**config.mk**
```make
export PLATFORM = sky130hd
export DESIGN_NAME = rssi_window_min_average_alarm_top
export DESIGN_NICKNAME = d
export VERILOG_FILES = /design/src/rtl/rwma_pkg.sv /design/src/rtl/rssi_window_min_average_alarm_top.sv /design/src/rtl/rwma_ring.sv /design/src/rtl/rwma_tone.sv /design/src/rtl/rwma_outq.sv
export VERILOG_INCLUDE_DIRS = /design/src /design/src/rtl
export SDC_FILE = /design/constraint.sdc
export NUM_CORES = 1
export LEC_CHECK = 0
export BUFFER_PORTS_ARGS = -buffer_cell sky130_fd_sc_hd__buf_2
export CAP_MARGIN = 20
export CORE_MARGIN = 1.5
export CORE_UTILIZATION = 35
export DETAILED_ROUTE_END_ITERATION = 7
export PLACE_DENSITY = 0.55
export REMOVE_ABC_BUFFERS = 1
export SLEW_MARGIN = 10
export SYNTH_ARGS = -nofsm -noshare
export SYNTH_HDL_FRONTEND = slang
export SYNTH_SLANG_ARGS = --single-unit
```
**constraint.sdc**
```tcl
create_clock -name clk -period 13.16 [get_ports clk]
set_input_delay 2.632 -clock clk [delete_from_list [all_inputs] [get_ports clk]]
set_output_delay 2.632 -clock clk [all_outputs]
set_load 0.01 [all_outputs]
```
**src/rtl/rssi_window_min_average_alarm_top_macros.svh**
```systemverilog
// assertion helpers shared by the ring, tone and output queue rtl files
// each one expects clk and arst_n in scope and is off while reset is low
`ifndef RSSI_WINDOW_MIN_AVERAGE_ALARM_TOP_MACROS_SVH
`define RSSI_WINDOW_MIN_AVERAGE_ALARM_TOP_MACROS_SVH

// property that must hold at every clock edge
`define RWMA_ASSERT(label, prop, msg) \
	label: assert property (@(posedge clk) disable iff (!arst_n) (prop)) else $error(msg);

// implication checked in the same cycle
`define RWMA_ASSERT_IMP(label, ante, cons, msg) \
	label: assert property (@(posedge clk) disable iff (!arst_n) (ante) |-> (cons)) \
		else $error(msg);

`endif

```
**src/rtl/rwma_pkg.sv**
```systemverilog
`default_nettype none

package rwma_pkg;

	localparam int RING_DEPTH_DEF  = 8;
	localparam int SAMPLE_BITS_DEF = 10;

	localparam int THR_BITS       = 10;
	localparam int COUNT_BITS     = 10;
	localparam int TONE_BITS      = 8;
	localparam int PULSE_BITS     = 12;
	localparam int DUTY_BITS      = 8;
	localparam int CFG_INDEX_BITS = 3;
	localparam int CFG_DATA_BITS  = 12;

	localparam logic [THR_BITS-1:0]   LOW_THR_RST    = 10'd120;
	localparam logic [THR_BITS-1:0]   NOSIG_THR_RST  = 10'd180;
	localparam logic [COUNT_BITS-1:0] WINDOW_END_RST = 10'd200;
	localparam logic [TONE_BITS-1:0]  TONE_DIV_RST   = 8'd3;
	localparam logic [PULSE_BITS-1:0] PULSE_PER_RST  = 12'd1500;
	localparam logic [DUTY_BITS-1:0]  DUTY_MAX       = 8'd255;

	typedef enum logic [CFG_INDEX_BITS-1:0] {
		REG_LOW_THR    = 3'd0,
		REG_NOSIG_THR  = 3'd1,
		REG_WINDOW_END = 3'd2,
		REG_TONE_DIV   = 3'd3,
		REG_PULSE_PER  = 3'd4
	} reg_index_t;

	typedef enum logic [1:0] {
		MODE_NONE  = 2'd0,
		MODE_CONT  = 2'd1,
		MODE_PULSE = 2'd2
	} mode_t;

	// outcome of a window close, from the ring to the tone logic
	typedef struct packed {
		logic                 close;
		logic                 alarm_on;
		logic                 pulsed;
		logic [DUTY_BITS-1:0] duty;
	} verdict_t;

	// one result item
	typedef struct packed {
		logic                 alarm;
		logic                 tone;
		mode_t                mode;
		logic [DUTY_BITS-1:0] duty;
	} result_t;

endpackage

`default_nettype wire

```
**src/rtl/rssi_window_min_average_alarm_top.sv**
```systemverilog
// signal-strength alarm: takes one converter sample per request, tracks the
// minimum over each window of window_end+1 samples, keeps the last RING_DEPTH
// window minima in a ring memory and averages them through a running sum;
// the average drives the alarm pin, the alarm mode (continuous or pulsed
// tone), the tone pin and a pwm duty of 255 minus the saturated average.
// one sample is accepted every clock while the skid is empty, and its result
// is registered in the output stage; the rate is set by the ring memory, which
// has one write and one registered read port: the entry to be replaced is
// always prefetched at the write pointer (one ahead right after a close), so
// a window may close on every sample. ring entries start at zero through
// per-entry valid bits cleared by reset, so there is no clearing pass after
// reset. a two-deep output stage (register plus skid) lets samples keep
// coming while a result waits. configuration writes take effect at the next
// edge and are meant to happen only while no sample is in flight.
`default_nettype none

module rssi_window_min_average_alarm_top #(
	parameter int RING_DEPTH  = rwma_pkg::RING_DEPTH_DEF,
	parameter int SAMPLE_BITS = rwma_pkg::SAMPLE_BITS_DEF
) (
	input  logic                                clk,
	input  logic                                arst_n,
	// sample request
	input  logic                                sample_valid,
	output logic                                sample_ready,
	input  logic [SAMPLE_BITS-1:0]              sample,
	// result request
	output logic                                result_valid,
	input  logic                                result_ready,
	output logic                                alarm_out,
	output logic                                tone_out,
	output logic [1:0]                          alarm_mode,
	output logic [rwma_pkg::DUTY_BITS-1:0]      duty,
	// register write port
	input  logic                                cfg_we,
	input  logic [rwma_pkg::CFG_INDEX_BITS-1:0] cfg_index,
	input  logic [rwma_pkg::CFG_DATA_BITS-1:0]  cfg_data
);
	import rwma_pkg::*;

	// configuration
	logic [THR_BITS-1:0]   low_thr_q;
	logic [THR_BITS-1:0]   nosig_thr_q;
	logic [COUNT_BITS-1:0] window_end_q;
	logic [TONE_BITS-1:0]  tone_div_q;
	logic [PULSE_BITS-1:0] pulse_per_q;

	// window tracking
	logic [SAMPLE_BITS:0]   win_min_q;
	logic [SAMPLE_BITS:0]   min_next;
	logic [COUNT_BITS-1:0]  count_q;
	logic                   accept;
	logic                   close;

	verdict_t verdict;
	result_t  result_next;
	result_t  result_q;

	assign accept = sample_valid && sample_ready;
	// window closes on the sample that finds the old count at window_end
	assign close  = accept && (count_q == window_end_q);

	// the current sample is part of the window it may close
	assign min_next = ({1'b0, sample} < win_min_q) ? {1'b0, sample} : win_min_q;

	always_ff @(posedge clk or negedge arst_n) begin
		if (!arst_n) begin
			low_thr_q    <= LOW_THR_RST;
			nosig_thr_q  <= NOSIG_THR_RST;
			window_end_q <= WINDOW_END_RST;
			tone_div_q   <= TONE_DIV_RST;
			pulse_per_q  <= PULSE_PER_RST;
		end else if (cfg_we) begin
			case (cfg_index)
				REG_LOW_THR:    low_thr_q    <= cfg_data[THR_BITS-1:0];
				REG_NOSIG_THR:  nosig_thr_q  <= cfg_data[THR_BITS-1:0];
				REG_WINDOW_END: window_end_q <= cfg_data[COUNT_BITS-1:0];
				REG_TONE_DIV:   tone_div_q   <= cfg_data[TONE_BITS-1:0];
				REG_PULSE_PER:  pulse_per_q  <= cfg_data[PULSE_BITS-1:0];
				default:        ;
			endcase
		end
	end

	always_ff @(posedge clk or negedge arst_n) begin
		if (!arst_n) begin
			// empty window holds a minimum above any sample
			win_min_q <= {1'b1, {SAMPLE_BITS{1'b0}}};
			count_q   <= '0;
		end else if (accept) begin
			if (close) begin
				win_min_q <= {1'b1, {SAMPLE_BITS{1'b0}}};
				count_q   <= '0;
			end else begin
				win_min_q <= min_next;
				count_q   <= count_q + 1'b1;
			end
		end
	end

	// ring memory, running sum and alarm decision
	rwma_ring #(
		.RING_DEPTH  (RING_DEPTH),
		.SAMPLE_BITS (SAMPLE_BITS)
	) u_ring (
		.clk       (clk),
		.arst_n    (arst_n),
		.close     (close),
		.min_value (min_next[SAMPLE_BITS-1:0]),
		.low_thr   (low_thr_q),
		.nosig_thr (nosig_thr_q),
		.verdict   (verdict)
	);

	// tone divider, pulse gating and pin state
	rwma_tone u_tone (
		.clk       (clk),
		.arst_n    (arst_n),
		.accept    (accept),
		.verdict   (verdict),
		.tone_div  (tone_div_q),
		.pulse_per (pulse_per_q),
		.result    (result_next)
	);

	// output register with skid
	rwma_outq u_outq (
		.clk        (clk),
		.arst_n     (arst_n),
		.push       (accept),
		.push_data  (result_next),
		.push_ready (sample_ready),
		.pop_valid  (result_valid),
		.pop_ready  (result_ready),
		.pop_data   (result_q)
	);

	assign alarm_out  = result_q.alarm;
	assign tone_out   = result_q.tone;
	assign alarm_mode = result_q.mode;
	assign duty       = result_q.duty;

endmodule

`default_nettype wire

```
**src/rtl/rwma_ring.sv**
```systemverilog
`default_nettype none
`include "rssi_window_min_average_alarm_top_macros.svh"

module rwma_ring #(
	parameter int RING_DEPTH  = rwma_pkg::RING_DEPTH_DEF,
	parameter int SAMPLE_BITS = rwma_pkg::SAMPLE_BITS_DEF
) (
	input  logic                          clk,
	input  logic                          arst_n,
	input  logic                          close,
	input  logic [SAMPLE_BITS-1:0]        min_value,
	input  logic [rwma_pkg::THR_BITS-1:0] low_thr,
	input  logic [rwma_pkg::THR_BITS-1:0] nosig_thr,
	output rwma_pkg::verdict_t            verdict
);
	import rwma_pkg::*;

	localparam int IdxW   = $clog2(RING_DEPTH);
	localparam int SumW   = SAMPLE_BITS + IdxW;
	localparam int LimW   = THR_BITS + 1 + IdxW;
	localparam int CmpW   = (SumW > LimW) ? SumW : LimW;
	localparam int DivN   = DUTY_BITS + IdxW;
	localparam int DivS   = DivN + IdxW;
	localparam int RecipM = ((1 << DivS) + RING_DEPTH - 1) / RING_DEPTH;
	localparam logic [IdxW-1:0] LastIdx = IdxW'(RING_DEPTH - 1);
	localparam logic [SumW:0]   SatLim  = (SumW + 1)'((1 << DUTY_BITS) * RING_DEPTH);
	localparam logic [DivN:0]   Recip   = (DivN + 1)'(RecipM);

	logic [SAMPLE_BITS-1:0] mem [RING_DEPTH];
	logic [RING_DEPTH-1:0]  valid_q;
	logic [IdxW-1:0]        idx_q;
	logic [IdxW-1:0]        idx_next;
	logic [IdxW-1:0]        rd_addr;
	logic [SAMPLE_BITS-1:0] rd_data_s1;
	logic                   rd_valid_s1;
	logic [SAMPLE_BITS-1:0] old_entry;
	logic [SumW-1:0]        sum_q;
	logic [SumW-1:0]        new_sum;
	logic [LimW-1:0]        low_lim;
	logic [LimW-1:0]        nosig_lim;
	logic [CmpW-1:0]        sum_cmp;
	logic                   sat;
	logic [DivN-1:0]        div_in;
	logic [2*DivN:0]        prod;
	logic [DUTY_BITS-1:0]   quot;

	assign idx_next = (idx_q == LastIdx) ? '0 : idx_q + 1'b1;
	// keep the entry at the write pointer prefetched; after a close look one ahead
	assign rd_addr   = close ? idx_next : idx_q;
	assign old_entry = rd_valid_s1 ? rd_data_s1 : '0;
	assign new_sum   = sum_q - SumW'(old_entry) + SumW'(min_value);

	// average compares done on the sum against scaled thresholds
	assign low_lim   = LimW'({1'b0, low_thr} + 1'b1) * LimW'(RING_DEPTH);
	assign nosig_lim = LimW'(nosig_thr) * LimW'(RING_DEPTH);
	assign sum_cmp   = CmpW'(new_sum);

	// divide by depth through a reciprocal, exact below the saturation point
	assign sat    = {1'b0, new_sum} >= SatLim;
	assign div_in = new_sum[DivN-1:0];
	assign prod   = (2 * DivN + 1)'(div_in) * (2 * DivN + 1)'(Recip);
	assign quot   = prod[DivS +: DUTY_BITS];

	always_comb begin
		verdict.close    = close;
		verdict.alarm_on = sum_cmp >= CmpW'(low_lim);
		verdict.pulsed   = sum_cmp < CmpW'(nosig_lim);
		verdict.duty     = sat ? '0 : DUTY_MAX - quot;
	end

	always_ff @(posedge clk or negedge arst_n) begin
		if (!arst_n) begin
			idx_q       <= '0;
			sum_q       <= '0;
			valid_q     <= '0;
			rd_valid_s1 <= 1'b0;
		end else begin
			rd_valid_s1 <= valid_q[rd_addr];
			if (close) begin
				idx_q          <= idx_next;
				sum_q          <= new_sum;
				valid_q[idx_q] <= 1'b1;
			end
		end
	end

	always_ff @(posedge clk) begin
		if (close) begin
			mem[idx_q] <= min_value;
		end
		rd_data_s1 <= mem[rd_addr];
	end

	`RWMA_ASSERT(a_prefetch_valid, rd_valid_s1 == valid_q[idx_q], "prefetch out of step")
	`RWMA_ASSERT_IMP(a_no_rw_collision, close, rd_addr != idx_q, "read hits write entry")

endmodule

`default_nettype wire

```
**src/rtl/rwma_tone.sv**
```systemverilog
`default_nettype none
`include "rssi_window_min_average_alarm_top_macros.svh"

module rwma_tone (
	input  logic                            clk,
	input  logic                            arst_n,
	input  logic                            accept,
	input  rwma_pkg::verdict_t              verdict,
	input  logic [rwma_pkg::TONE_BITS-1:0]  tone_div,
	input  logic [rwma_pkg::PULSE_BITS-1:0] pulse_per,
	output rwma_pkg::result_t               result
);
	import rwma_pkg::*;

	mode_t                 mode_q, mode_d;
	logic [TONE_BITS-1:0]  tone_cnt_q, tone_cnt_d;
	logic [TONE_BITS-1:0]  tone_cnt_inc;
	logic [PULSE_BITS-1:0] pulse_cnt_q, pulse_cnt_d;
	logic                  phase_q, phase_d;
	logic                  tone_q, tone_d;
	logic                  alarm_q, alarm_d;
	logic [DUTY_BITS-1:0]  duty_q, duty_d;

	assign tone_cnt_inc = tone_cnt_q + 1'b1;

	always_comb begin
		mode_d      = mode_q;
		tone_cnt_d  = tone_cnt_q;
		pulse_cnt_d = pulse_cnt_q;
		phase_d     = phase_q;
		tone_d      = tone_q;
		alarm_d     = alarm_q;
		duty_d      = duty_q;
		// tone divider runs only while an alarm mode is set
		if (mode_q != MODE_NONE) begin
			tone_cnt_d = tone_cnt_inc;
			if (tone_cnt_inc == tone_div) begin
				tone_cnt_d = '0;
				if (mode_q == MODE_CONT || phase_q) begin
					tone_d = ~tone_q;
				end
				if (mode_q == MODE_PULSE) begin
					if (pulse_cnt_q == pulse_per) begin
						pulse_cnt_d = '0;
						phase_d     = ~phase_q;
						tone_d      = 1'b0;
					end else begin
						pulse_cnt_d = pulse_cnt_q + 1'b1;
					end
				end
			end
		end
		// window close overrides the alarm decision
		if (verdict.close) begin
			duty_d = verdict.duty;
			if (verdict.alarm_on) begin
				alarm_d = 1'b1;
				mode_d  = verdict.pulsed ? MODE_PULSE : MODE_CONT;
			end else begin
				mode_d  = MODE_NONE;
				tone_d  = 1'b0;
				alarm_d = 1'b0;
			end
		end
		result.alarm = alarm_d;
		result.tone  = tone_d;
		result.mode  = mode_d;
		result.duty  = duty_d;
	end

	always_ff @(posedge clk or negedge arst_n) begin
		if (!arst_n) begin
			mode_q      <= MODE_NONE;
			tone_cnt_q  <= '0;
			pulse_cnt_q <= '0;
			phase_q     <= 1'b0;
			tone_q      <= 1'b0;
			alarm_q     <= 1'b0;
			duty_q      <= '0;
		end else if (accept) begin
			mode_q      <= mode_d;
			tone_cnt_q  <= tone_cnt_d;
			pulse_cnt_q <= pulse_cnt_d;
			phase_q     <= phase_d;
			tone_q      <= tone_d;
			alarm_q     <= alarm_d;
			duty_q      <= duty_d;
		end
	end

	`RWMA_ASSERT(a_alarm_mode, alarm_q == (mode_q != MODE_NONE), "alarm pin and mode disagree")
	`RWMA_ASSERT_IMP(a_tone_needs_mode, tone_q, mode_q != MODE_NONE, "tone on with no alarm")

endmodule

`default_nettype wire

```
**src/rtl/rwma_outq.sv**
```systemverilog
`default_nettype none
`include "rssi_window_min_average_alarm_top_macros.svh"

module rwma_outq (
	input  logic              clk,
	input  logic              arst_n,
	input  logic              push,
	input  rwma_pkg::result_t push_data,
	output logic              push_ready,
	output logic              pop_valid,
	input  logic              pop_ready,
	output rwma_pkg::result_t pop_data
);
	import rwma_pkg::*;

	result_t out_q;
	result_t skid_q;
	logic    out_valid_q;
	logic    skid_valid_q;
	logic    pop;

	assign push_ready = !skid_valid_q;
	assign pop_valid  = out_valid_q;
	assign pop_data   = out_q;
	assign pop        = out_valid_q && pop_ready;

	always_ff @(posedge clk or negedge arst_n) begin
		if (!arst_n) begin
			out_valid_q  <= 1'b0;
			skid_valid_q <= 1'b0;
		end else if (pop) begin
			if (skid_valid_q) begin
				skid_valid_q <= 1'b0;
			end else begin
				out_valid_q <= push;
			end
		end else if (push) begin
			if (!out_valid_q) begin
				out_valid_q <= 1'b1;
			end else begin
				skid_valid_q <= 1'b1;
			end
		end
	end

	always_ff @(posedge clk) begin
		if (pop) begin
			if (skid_valid_q) begin
				out_q <= skid_q;
			end else if (push) begin
				out_q <= push_data;
			end
		end else if (push) begin
			if (!out_valid_q) begin
				out_q <= push_data;
			end else begin
				skid_q <= push_data;
			end
		end
	end

	`RWMA_ASSERT_IMP(a_skid_behind_out, skid_valid_q, out_valid_q, "skid full with output empty")

endmodule

`default_nettype wire

```
Word-level counts from Yosys, hierarchy flattened
Memory sizes are Yosys's and may differ from the RTL's. A register that Yosys moved wholly into a read port is not among the register bits.
Cells that the tools add are included.
Word-level totals
  register bits after elaboration: 155
  bits in writable memories: 80
  input port bits: 30
  output and inout port bits: 14
  word-level logic and storage cells: 125
  memories kept: 1
Memories
  u_ring.mem: depth 8, bits a word 10, rd ports 1, clocked after Yosys merged registers in 1, wr ports 1, RTL line rwma_ring.sv:29  | logic [SAMPLE_BITS-1:0] mem [RING_DEPTH];
Operators by class
  $add $sub $neg: 8
  $lt $le $gt $ge: 7
  equality and inequality tests: 12
  multiplexer cells: 39
  bitwise gates (word level): 4
  reduce and logical (&&, ||, !) cells: 25
Operator list (number)
  12-bit 2-to-1 mux: 6
  8-bit 2-to-1 mux: 3
  11-bit 2-to-1 mux: 2
  10-bit 2-to-1 mux: 2
  1-bit 2-to-1 mux: 19
  2-bit AND reduction: 9
  13-bit by 14-bit greater-or-equal comparator with 1-bit output: 1
  13-bit by 10-bit adder with 13-bit output: 1
  13-bit by 12-bit greater-or-equal comparator with 1-bit output, second input constant: 1
  13-bit less-than comparator: 1
  13-bit by 10-bit subtractor with 13-bit output: 1
  12-bit by 1-bit adder with 12-bit output, second input constant: 1
  12-bit equality test: 1
  10-bit by 1-bit adder with 11-bit output, second input constant: 1
  10-bit by 11-bit less-than comparator with 1-bit output: 1
  10-bit by 1-bit adder with 10-bit output, second input constant: 1
  10-bit equality test: 1
  2-bit nonzero test: 5
  8-bit by 1-bit adder with 8-bit output, second input constant: 1
  8-bit equality test: 1
  3-bit by 4-bit less-than comparator with 1-bit output, second input constant: 2
  8-bit bitwise OR: 1
  8-bit subtractor, first input constant: 1
  3-bit by 2-bit equality test with 1-bit output, second input constant: 2
  other kinds (19): 30

Logic depth before layout (Yosys ltp)
Gate-level depths: netlist of run 1.
  depth in word-level cells: 12
  depth in mapped cells: 27
  mapped depth without buffers: 25

Hierarchy
A second synthesis of run 1 with hierarchy kept.
Unflattened totals
  cell total of the unflattened synthesis: 1107
  area total of the unflattened synthesis: 12433.2 um^2
By module, submodules not included
  rwma_ring: times used 1, cells an instance 573, area each 5941.9 um^2, seq. area each 3228.1 um^2
  rssi_window_min_average_alarm_top: times used 1, cells an instance 257, area each 3375.7 um^2, seq. area each 1803.0 um^2
  rwma_tone: times used 1, cells an instance 228, area each 2102.0 um^2, seq. area each 825.8 um^2
  rwma_outq: times used 1, cells an instance 49, area each 1013.5 um^2, seq. area each 770.7 um^2

Least setup slack after synthesis of run 1
OpenSTA, ideal clock, no wires.
  path kind: input to register
  start point: input port sample[1]
  end point: register u_outq.skid_q[9] (netlist bit) (data pin)
  library setup time: 152 ps
  arrival: 8205 ps
  data required time: 13008 ps
  setup slack: 4802 ps
  cell stages on the path: 25
  buffers on the path: 2
  cells stage by stage: ha_1 a21o_1 a21o_1 a21oi_1 nor3_1 o31ai_1 clkbuf_1 clkbuf_1 nand2_1 o21ai_0 fa_1 fa_1 a211oi_1 o21bai_1 a21oi_1 o21bai_1 xor2_1 ha_1 o21a_1 o22ai_1 a21oi_1 maj3_1 a31o_2 or2_1 o21ai_0
RTL lines
  start, declared: RTL line rssi_window_min_average_alarm_top.sv:26  | input logic [SAMPLE_BITS-1:0] sample,
  end signal, assigned: RTL line rwma_outq.sv:57  | skid_q <= push_data;
  end, declared: RTL line rwma_outq.sv:17  | result_t skid_q;

==> results of run 1 <==
[path summary, 6_finish.rpt]
| kind | slack, ps | startpoint | to | cells past startpoint |
|---|---|---|---|---|
| max | 5020 | sample[1] | u_outq.skid_q[9] | 25 |
| min | 470 | u_ring.valid_q[5] | u_ring.valid_q[5] | 1 |
| max reg2reg | 6870 | win_min_q[1] | u_outq.skid_q[9] | 25 |
| min reg2reg | 470 | u_ring.valid_q[5] | u_ring.valid_q[5] | 1 |
| max in group asynchronous | 9720 | arst_n | u_tone.pulse_cnt_q[7] | 2 |
| min in group asynchronous | 2090 | arst_n | u_ring.valid_q[7] | 1 |
[state kept, by name (all words and copies together), names as in the netlist, 2 cells and up]
signal              cells
u_tone.duty_q           8
pulse_per_q            12
low_thr_q              10
u_ring.idx_q            3
u_outq.skid_q          12
window_end_q           10
u_tone.tone_cnt_q       8
u_ring.valid_q          8
tone_div_q              8
u_ring.mem             80
u_ring.sum_q           13
nosig_thr_q            10
count_q                10
u_outq.pop_data        12
u_tone.mode_q           2
win_min_q              11
u_tone.pulse_cnt_q     12
u_ring.rd_data_s1      10
[power groups by stage]
stage	Sequential [mW]	Clock (mW)	Combinational, mW
5_1_grt	1.13	0.861	2.07
6_report	1.11	0.809	1.83
4_1_cts	1.11	0.830	1.83
2_1_floorplan	1.11	0	1.32
3_3_place_gp	1.13	0	1.78
3_5_place_dp	1.13	0	1.82
[worst max-delay path, stage by stage]
cell,delay [ps]
sky130_fd_sc_hd__buf_2,120
sky130_fd_sc_hd__ha_1,290
sky130_fd_sc_hd__a21o_1,160
sky130_fd_sc_hd__a21o_1,170
sky130_fd_sc_hd__a21oi_1,150
sky130_fd_sc_hd__nor3_1,100
sky130_fd_sc_hd__o31ai_4,530
sky130_fd_sc_hd__nand2_1,100
sky130_fd_sc_hd__o21ai_0,90
sky130_fd_sc_hd__buf_4,190
sky130_fd_sc_hd__fa_1,470
sky130_fd_sc_hd__fa_1,510
sky130_fd_sc_hd__a211oi_1,350
sky130_fd_sc_hd__o21bai_1,130
sky130_fd_sc_hd__a21oi_1,250
sky130_fd_sc_hd__o21bai_1,130
sky130_fd_sc_hd__xor2_1,430
sky130_fd_sc_hd__ha_1,330
sky130_fd_sc_hd__o21a_1,170
sky130_fd_sc_hd__o22ai_1,140
sky130_fd_sc_hd__a21oi_1,70
sky130_fd_sc_hd__maj3_1,380
sky130_fd_sc_hd__a31o_2,280
sky130_fd_sc_hd__or2_1,220
sky130_fd_sc_hd__o21ai_0,140
[layout by cell type (no fill, tap or decap), drive strengths merged, types with 10 or more instances in the layout]
| master | Yosys | routed |
|---|---|---|
| and3 | 16 | 16 |
| dfrtp | 110 | 110 |
| ha | 44 | 44 |
| xor2 | 24 | 24 |
| o21ai | 84 | 84 |
| mux2 | 48 | 48 |
| a32o | 12 | 12 |
| nor2 | 40 | 40 |
| edfxtp | 104 | 104 |
| o31ai | 12 | 12 |
| nor3 | 17 | 17 |
| inv | 39 | 39 |
| buf | 11 | 73 |
| nand2 | 208 | 208 |
| nand3 | 80 | 80 |
| a21oi | 28 | 28 |
| dfxtp | 10 | 10 |
| xnor2 | 35 | 35 |
| or2 | 11 | 11 |
| fa | 10 | 10 |
| clkbuf | 35 | 37 |
| a21o | 11 | 11 |
| dfstp | 21 | 21 |
| nand2b | 11 | 11 |
[cells in the mapped netlist, types with 3 or more instances]
| cell type | instances | area share |
|---|---|---|
| sky130_fd_sc_hd__o31ai_1 | 12 | 0.0075 |
| sky130_fd_sc_hd__nor3_1 | 17 | 0.0071 |
| sky130_fd_sc_hd__ha_1 | 44 | 0.046 |
| sky130_fd_sc_hd__nand2b_1 | 11 | 0.0057 |
| sky130_fd_sc_hd__a32o_1 | 12 | 0.010 |
| sky130_fd_sc_hd__dfxtp_1 | 10 | 0.017 |
| sky130_fd_sc_hd__or2_2 | 9 | 0.0047 |
| sky130_fd_sc_hd__buf_2 | 7 | 0.0029 |
| sky130_fd_sc_hd__a22oi_1 | 4 | 0.0025 |
| sky130_fd_sc_hd__a21oi_1 | 28 | 0.012 |
| sky130_fd_sc_hd__dfstp_2 | 21 | 0.046 |
| sky130_fd_sc_hd__nand3_1 | 80 | 0.033 |
| sky130_fd_sc_hd__o21bai_1 | 4 | 0.0025 |
| sky130_fd_sc_hd__o21a_1 | 4 | 0.0025 |
| sky130_fd_sc_hd__nor3b_1 | 4 | 0.0025 |
| sky130_fd_sc_hd__o21ai_2 | 5 | 0.0036 |
| sky130_fd_sc_hd__inv_1 | 38 | 0.012 |
| sky130_fd_sc_hd__dfrtp_1 | 110 | 0.23 |
| sky130_fd_sc_hd__mux2_2 | 47 | 0.044 |
| sky130_fd_sc_hd__and2_1 | 4 | 0.0021 |
| sky130_fd_sc_hd__clkbuf_1 | 35 | 0.011 |
| sky130_fd_sc_hd__a211oi_1 | 3 | 0.0019 |
| sky130_fd_sc_hd__nor2b_1 | 5 | 0.0026 |
| sky130_fd_sc_hd__and3_1 | 15 | 0.0078 |
| sky130_fd_sc_hd__xor2_1 | 24 | 0.017 |
| sky130_fd_sc_hd__edfxtp_1 | 104 | 0.26 |
| sky130_fd_sc_hd__nor2_1 | 40 | 0.012 |
| sky130_fd_sc_hd__nor4_1 | 5 | 0.0026 |
| sky130_fd_sc_hd__a21o_1 | 11 | 0.0069 |
| sky130_fd_sc_hd__o21ai_1 | 12 | 0.0050 |
| sky130_fd_sc_hd__nand2_1 | 208 | 0.065 |
| sky130_fd_sc_hd__xnor2_1 | 35 | 0.025 |
| sky130_fd_sc_hd__o21ai_0 | 67 | 0.028 |
| sky130_fd_sc_hd__a31oi_1 | 4 | 0.0021 |
| sky130_fd_sc_hd__nand4_1 | 6 | 0.0031 |
| sky130_fd_sc_hd__and4_1 | 4 | 0.0029 |
| sky130_fd_sc_hd__nor4bb_1 | 3 | 0.0025 |
| sky130_fd_sc_hd__o211ai_1 | 6 | 0.0037 |
| sky130_fd_sc_hd__fa_1 | 10 | 0.017 |
[per-layer routing]
| layer | global-route usage | wire [um] | vias to the layer above |
|---|---|---|---|
| met3 | 0.01807 | 983 | 33 |
| met1 | 0.2400 | 14130 | 4075 |
| met5 | 0 | 0 | - |
| li1 | - | - | 4059 |
| met2 | 0.2541 | 12750 | 134 |
| met4 | 0.03846 | 423 | 0 |
[cell type report]
class | count | area, um2 | area share
multi-input cells | 778 | 5129 | 0.3699
flip-flops and latches | 245 | 6628 | 0.4780
inverters | 39 | 146.4 | 0.01056
clock buffers | 37 | 733.2 | 0.05288
repair buffers | 73 | 454.2 | 0.03276
clock inverters | 12 | 215.2 | 0.01552
well taps | 448 | 560.5 | 0.04043
[cells by family after synthesis]
logic type / count (synthesis) / synth area share
AOI/OAI and AO/OA: 191 / 0.1040
muxes: 49 / 0.04602
adders and majority gates: 55 / 0.06316
buffers and inverters: 85 / 0.02815
xor gates and xnor gates: 60 / 0.04477
and+or+nand+nor: 423 / 0.1636
DFF: 245 / 0.5503
==> results, run 1 <==
- The run finished with clean final reports.
- After clock tree synthesis, the setup repair step added 0 buffers.
- The max-slew violation count is 0.
- The count of hold-fix buffers inserted at cts is 0.
- Setup violations remaining at the end of the flow were counted as 0.
- The class of the worst hold path is flip-flop to flip-flop.
- In this run, placement finished with an instance count of 1582.
- The average size of a mapped cell is 10.87 um2.
- The required time of the critical path is 13530 ps.
- The total of fill cells in the finished design is 3256.
- The congestion estimate from routability-driven global placement came to 0.8191.
- The number of H-tree branching levels is 1.
- The achievable frequency is 122.8 MHz.
- The number of flops mapped to enable cells by yosys is 104.
- The clock tree from TritonCTS is yes.
- VDD sags by at most 0.0001664 V.
- The worst pin sits at a relative slew slack of 0.3829.
- The transition time of the tightest slew-check pin is 924.7 ps.
- Cell internal power was estimated by the tool at 2.251 mW.
- In the final layout, the share of cells above drive strength 1 is 0.1799.
- The detailed-routing iteration count for the pre-antenna-repair pass is 5.
- The area overhead of the layout relative to synthesis is 15.13%.
- The count of final hold-check violations is 0.
- The most frequently used flop master after synthesis is sky130_fd_sc_hd__dfrtp_1.
- Setup slack on the critical path of the routed design comes to 5019 ps.
- The hold slack is 466.3 ps.
- The die span in y is 188.5 um.
- The category of the worst setup path capture point is a flip-flop.
- The number of warnings printed during yosys synthesis is 0.
- The flop and latch count out of synthesis is 245.
- At the end of the flow, the number of nets in the layout was 1248.
- 44 I/O pins were placed.
- The violation count after the first detailed-routing iteration is 494.
- The die area is 35530 um2.
- After clock tree synthesis, the clock-pin slew on the worst setup and hold paths is 60 ps.
- For this run the aggregate overflow at the end of global routing stands at 0.
- The first global-routing pass estimated 46040 um of wire.
- The initial antenna violation count is 0.
- Dividing the final minimum period by the clock period gives 0.6186.
- Summed over all cells, the static leakage comes to 5.783 nW.
- For the worst-skew pair, the clock arrives at the later sink with an insertion delay of 530 ps.
- The starting density of the core is 0.3574.
- The number of rows created at floorplan is 67.
- Counting every instance in the synthesized netlist gives 1108.
- Max-cap violations in this run came to 0.
- Detailed placement finished with a half-perimeter wire length of 18840 um.
- Entering global routing, the biggest net connects 69 pins.
- The overall power of the completed layout is 3.757 mW.
- Along the worst path, the maximum fanout reaches 12.
- After synthesis, the share of flip-flops with an asynchronous set or reset is 0.5347.
- The global routing usage summed across all routing layers is 0.1622.
- The total length of routed wires is 28280 um.
- The worst setup slack after placement is 3933 ps.
- The switching power total is 1.506 mW.
- The arrival time at the worst endpoint is 8510 ps.
- The count of unique library cells instantiated by Yosys is 72.
- The minimum clock period is 8141 ps.
- The worst setup path is launched from an input port.
- The tree is rooted in a sky130_fd_sc_hd__clkbuf_16.
- The antenna diode count is 0.
- The core footprint is 33700 um2.
- The routed layout has 8301 vias.
- The power per unit of standard cell area is 270.9 nW/um2.
- The final cell area excluding filler cells is 13870 um2.
- The final cell utilization of the core is 0.4115.
- The power share of the clock group is 0.215.
- The count of input and output buffers is 43.
- The count of cells in the finished layout, fillers not included, comes to 1632.
- Adding up every negative setup slack in the final design gives 0 ps.
- The largest clock skew in the final design is 11.02 ps.
- The critical path in this run is classified as input port to flip-flop.
- Of the total power, the share spent switching nets is 0.4009.
- In this run the horizontal extent of the chip is 188.5 um.
- In this run, CTS created clock tree buffers numbering 27.
- The placed instances occupy a cell area of 12900 um2.
- For this run, design rule violations remaining after detail routing come to 0.
- The TritonCTS sink count is 245.
- Setup repair after global routing left no endpoint under its margin.
- The sequential group share of total power is 0.296.
- In this run, post-CTS repair resized a total of 0 instances.
- The wire length per cell after detailed routing is 17.33 um.
- The number of global-route vias before repair is 8173.
- After synthesis the cells add up to 12040 um2.
- The detail-routed via count per cell is 5.086.
- The maximum number of buffers from clock root to sink is 3.
- Of the total power, combinational logic draws 0.488.
- Once detail routing completed, the nets flagged for antenna violations numbered 0.
- Of the synthesized area, sequential elements account for 0.5503.
No activity file was read; power rests on OpenSTA's default activity.
==> run 2, diff against run 1 <==
--- a/config.mk
+++ b/config.mk
@@ -11,7 +11,7 @@
 export CORE_MARGIN = 1.5
 export CORE_UTILIZATION = 35
 export DETAILED_ROUTE_END_ITERATION = 7
-export PLACE_DENSITY = 0.55
+export PLACE_DENSITY = 0.57
 export REMOVE_ABC_BUFFERS = 1
 export SLEW_MARGIN = 10
 export SYNTH_ARGS = -nofsm -noshare
==> constraint.sdc (replaced) <==
create_clock -name clk -period 6.6 [get_ports clk]
set_input_delay 1.32 -clock clk [delete_from_list [all_inputs] [get_ports clk]]
set_output_delay 1.32 -clock clk [all_outputs]
set_load 0.01 [all_outputs]
==> results, run 2 (same netlist as run 1, synthesis figures left out) <==
- The flow ran to the end, and the final reports show no timing, DRC or antenna violations.
- Once detail routing completed, the nets flagged for antenna violations numbered 0.
- The register with the most flip-flops in the layout has 80 of them.
- The setup path with the least slack is of type input port to flip-flop.
- The number of nets in the layout is 1305.
- In this run, placement finished with an instance count of 1636.
- Leaving out fill and tap cells, the most frequent cell in the layout is sky130_fd_sc_hd__nand2_1.
- After filler insertion, the fill cell instance count of the layout stands at 3196.
- Buffers inserted during clock tree synthesis total 27.
- The share of total power dissipated in combinational logic is 0.563.
- Across all register-to-register paths, the minimum setup slack is 770 ps.
- The class of the worst hold path is flip-flop to flip-flop.
- The minimum clock period is 6286 ps.
- The count of hold-fix buffers inserted at cts is 0.
- The category of the worst setup path capture point is a flip-flop.
- Dividing the detail-routed wire length by the instance count gives 16.67 um.
- The arrival time at the worst endpoint is 6680 ps.
- The top cell types in the final layout, fill and taps aside, are sky130_fd_sc_hd__nand2_1, sky130_fd_sc_hd__dfrtp_1, sky130_fd_sc_hd__edfxtp_1.
- The first global-routing pass estimated 45660 um of wire.
- The die area is 35530 um2.
- Of the cells placed in the final design, the portion with a size suffix greater than 1 is 0.2262.
- The clock network latency to the later pin of the worst-skew pair is 540 ps.
- The total setup violations reported at the end of the flow is 0.
- The core region is 33700 um2.
- The tightest hold path in the finished design has a slack of 458.9 ps.
- Across the whole layout, storage elements account for 6628 um2.
- Based on the critical path, the design can be clocked at up to 159.1 MHz.
- The startpoint identified for the worst hold timing path is win_min_q[10].
- In this design, the stage delay of the slowest critical-path cell is 450 ps.
- Measured along the y axis, the die boundary spans 188.5 um.
- The DRC violation count after routing is 0.
- The clock-pin transition on the worst setup and hold timing paths is 60 ps.
- The instance area after placement is 13320 um2.
- The violation count after the first detailed-routing iteration is 493.
- The count of buffers added on input and output ports is 43.
- The initial antenna violation count was 0.
- After detailed routing, the total wire length is 28170 um.
- Global routing finished with a remaining overflow of 0.
- The worst-case hold path end point is win_min_q[10].
- The clock tree from TritonCTS is yes.
- For this configuration, the core starts out at a cell density of 0.3574.
- The met3 wire length is 1159 um.
- The top register by number of flip-flops is u_ring.mem.
- The antenna diode count is 0.
- Routed signal wires occupy layers up through met4.
- For the worst setup path, the data required time is 6990 ps.
- The worst-case IR drop observed on VDD is 0.0005124 V.
- The largest clock skew in the final design is 19.96 ps.
- The root buffer cell is sky130_fd_sc_hd__clkbuf_16.
- At the pin with the least slew margin, the transition time is 996.8 ps.
- The max-slew violation count is 0.
- The critical register-to-register path endpoint is u_outq.skid_q[9].
- CTS built an H-tree with a depth of 1.
- Summed over all cells, the static leakage comes to 6.022 nW.
- The number of cells on the worst reg-to-reg path is 29.
- The largest registers in the layout are u_ring.mem x80, u_ring.sum_q x13.
- The pre-antenna-repair detailed-routing pass consisted of 4 iterations.
- The startpoint type of the worst setup path is an input port.
- Detailed routing inserted a total of 8489 vias.
- The launch instance of the worst register-to-register path is win_min_q[1].
- The internal power of the cells totals 5.086 mW.
- Across every metal layer, demand over resource in global routing totals 0.1613.
- The area overhead of the layout relative to synthesis is 18.36%.
- Of the total power, registers draw 0.267.
- The area of combinational cells with multiple inputs is 5200 um2.
- Of the total power, the share spent switching nets is 0.3906.
- Excluding fillers, the count of instances in the completed layout stands at 1690.
- Summing internal, switching and leakage power gives 8.346 mW.
- The count of final hold-check violations came to 0.
- Dividing the detail-routed via count by the number of cells gives 5.023.
- The share of the cycle needed by the critical path after routing is 0.9525.
- Max-cap violations in this run came to 0.
- The number of rows created at floorplan is 67.
- For this design the total switching power over the nets is 3.259 mW.
- The cell depth of the worst hold path is 2.
- In the final timing run, aggregate negative setup slack is 0 ps.
- The length of routed met2 wiring is 12580 um.
- Power spread over the standard cell area amounts to 585.5 nW/um2.
- The pin count of the biggest net entering global routing is 77.
- Summing all non-filler instances in the final layout gives an area of 14250 um2.
- The number of global-route vias before repair is 8323.
- The headroom to the max-slew limit is 0.3318.
- The half-perimeter wire length of the detailed placement result is 19450 um.
- The clock net in this run drives a total of 245 sinks.
- The power share of the clock group is 0.170.
- Counting stages on the worst path, the most repeated cell is sky130_fd_sc_hd__buf_4.
- Routability-driven placement finished with a final weighted congestion of 0.8509.
- The clock passes through at most 3 buffers.
- During I/O placement, the number of pins put on the boundary was 44.
- The maximum net fanout on the critical path is 6.
- The horizontal die dimension is 188.5 um.
- For this design, the slowest cell found on the critical path is sky130_fd_sc_hd__fa_1.
- The wire length the detailed router placed on met1 is 13960 um.
run 2: cell types whose count changed in the layout (fill, tap and decap cells not counted), moves of 3 or more:
cell	before	now
sky130_fd_sc_hd__buf_4	29	84
sky130_fd_sc_hd__bufinv_16	6	0
sky130_fd_sc_hd__clkbuf_1	8	12
sky130_fd_sc_hd__o21ai_2	5	8
run 2: how the worst max path moves through the flow:
stage / startpoint / end / depth (start not counted)
after floorplan: sample[1] / u_outq.skid_q[9] / 22
after global placement: sample[1] / u_outq.pop_data[10] / 29
after detailed placement: sample[1] / u_outq.skid_q[9] / 26
after CTS: sample[1] / u_outq.skid_q[9] / 26
after global routing: sample[1] / u_outq.skid_q[9] / 28
final: sample[1] / u_outq.skid_q[9] / 29
run 2: area by class of cell:
cell class,count,area share
sequential,245,0.4649
clock buffer,44,0.05617
clock inverter,6,0.002809
timing repair buffer,130,0.06170
multi-input combinational,778,0.3648
tap,448,0.03932
inverter,39,0.01027
run 2: repair_timing:
action                     4_1_cts  5_1_grt
resized for setup                0       19
setup buffers                    0        3
setup endpoints to repair        0       11
run 2: critical path: cells and delay by family:
kind | cells | cell delay, ps
adders and majority gates | 5 | 1730
xor gates and xnor gates | 1 | 210
buffers and inverters | 7 | 990
and+or+nand+nor | 5 | 660
AOI/OAI and AO/OA | 11 | 1750
run 2: power groups by stage:
stage	Sequential, mW	Clock, mW	Combinational (mW)
after floorplan	2.21	0	2.63
after global placement	2.25	0	4.41
after detailed placement	2.25	0	4.49
after CTS	2.23	1.45	4.52
after global routing	2.27	1.52	5.24
final	2.23	1.42	4.70
run 2: metal layers:
metal,GRT usage,vias to the layer above
met5,0,-
met2,0.2497,135
met1,0.2370,4135
li1,-,4185
met3,0.02608,34
met4,0.03663,0
run 2: per-stage QoR:
stage	util	setup WS, ps
after floorplan	-	-1508
after global routing	0.4230	-15.64
after global placement	0.3950	-196.7
after CTS	0.4201	193.2
final	0.4230	313.8
after detailed placement	0.3952	-303.5
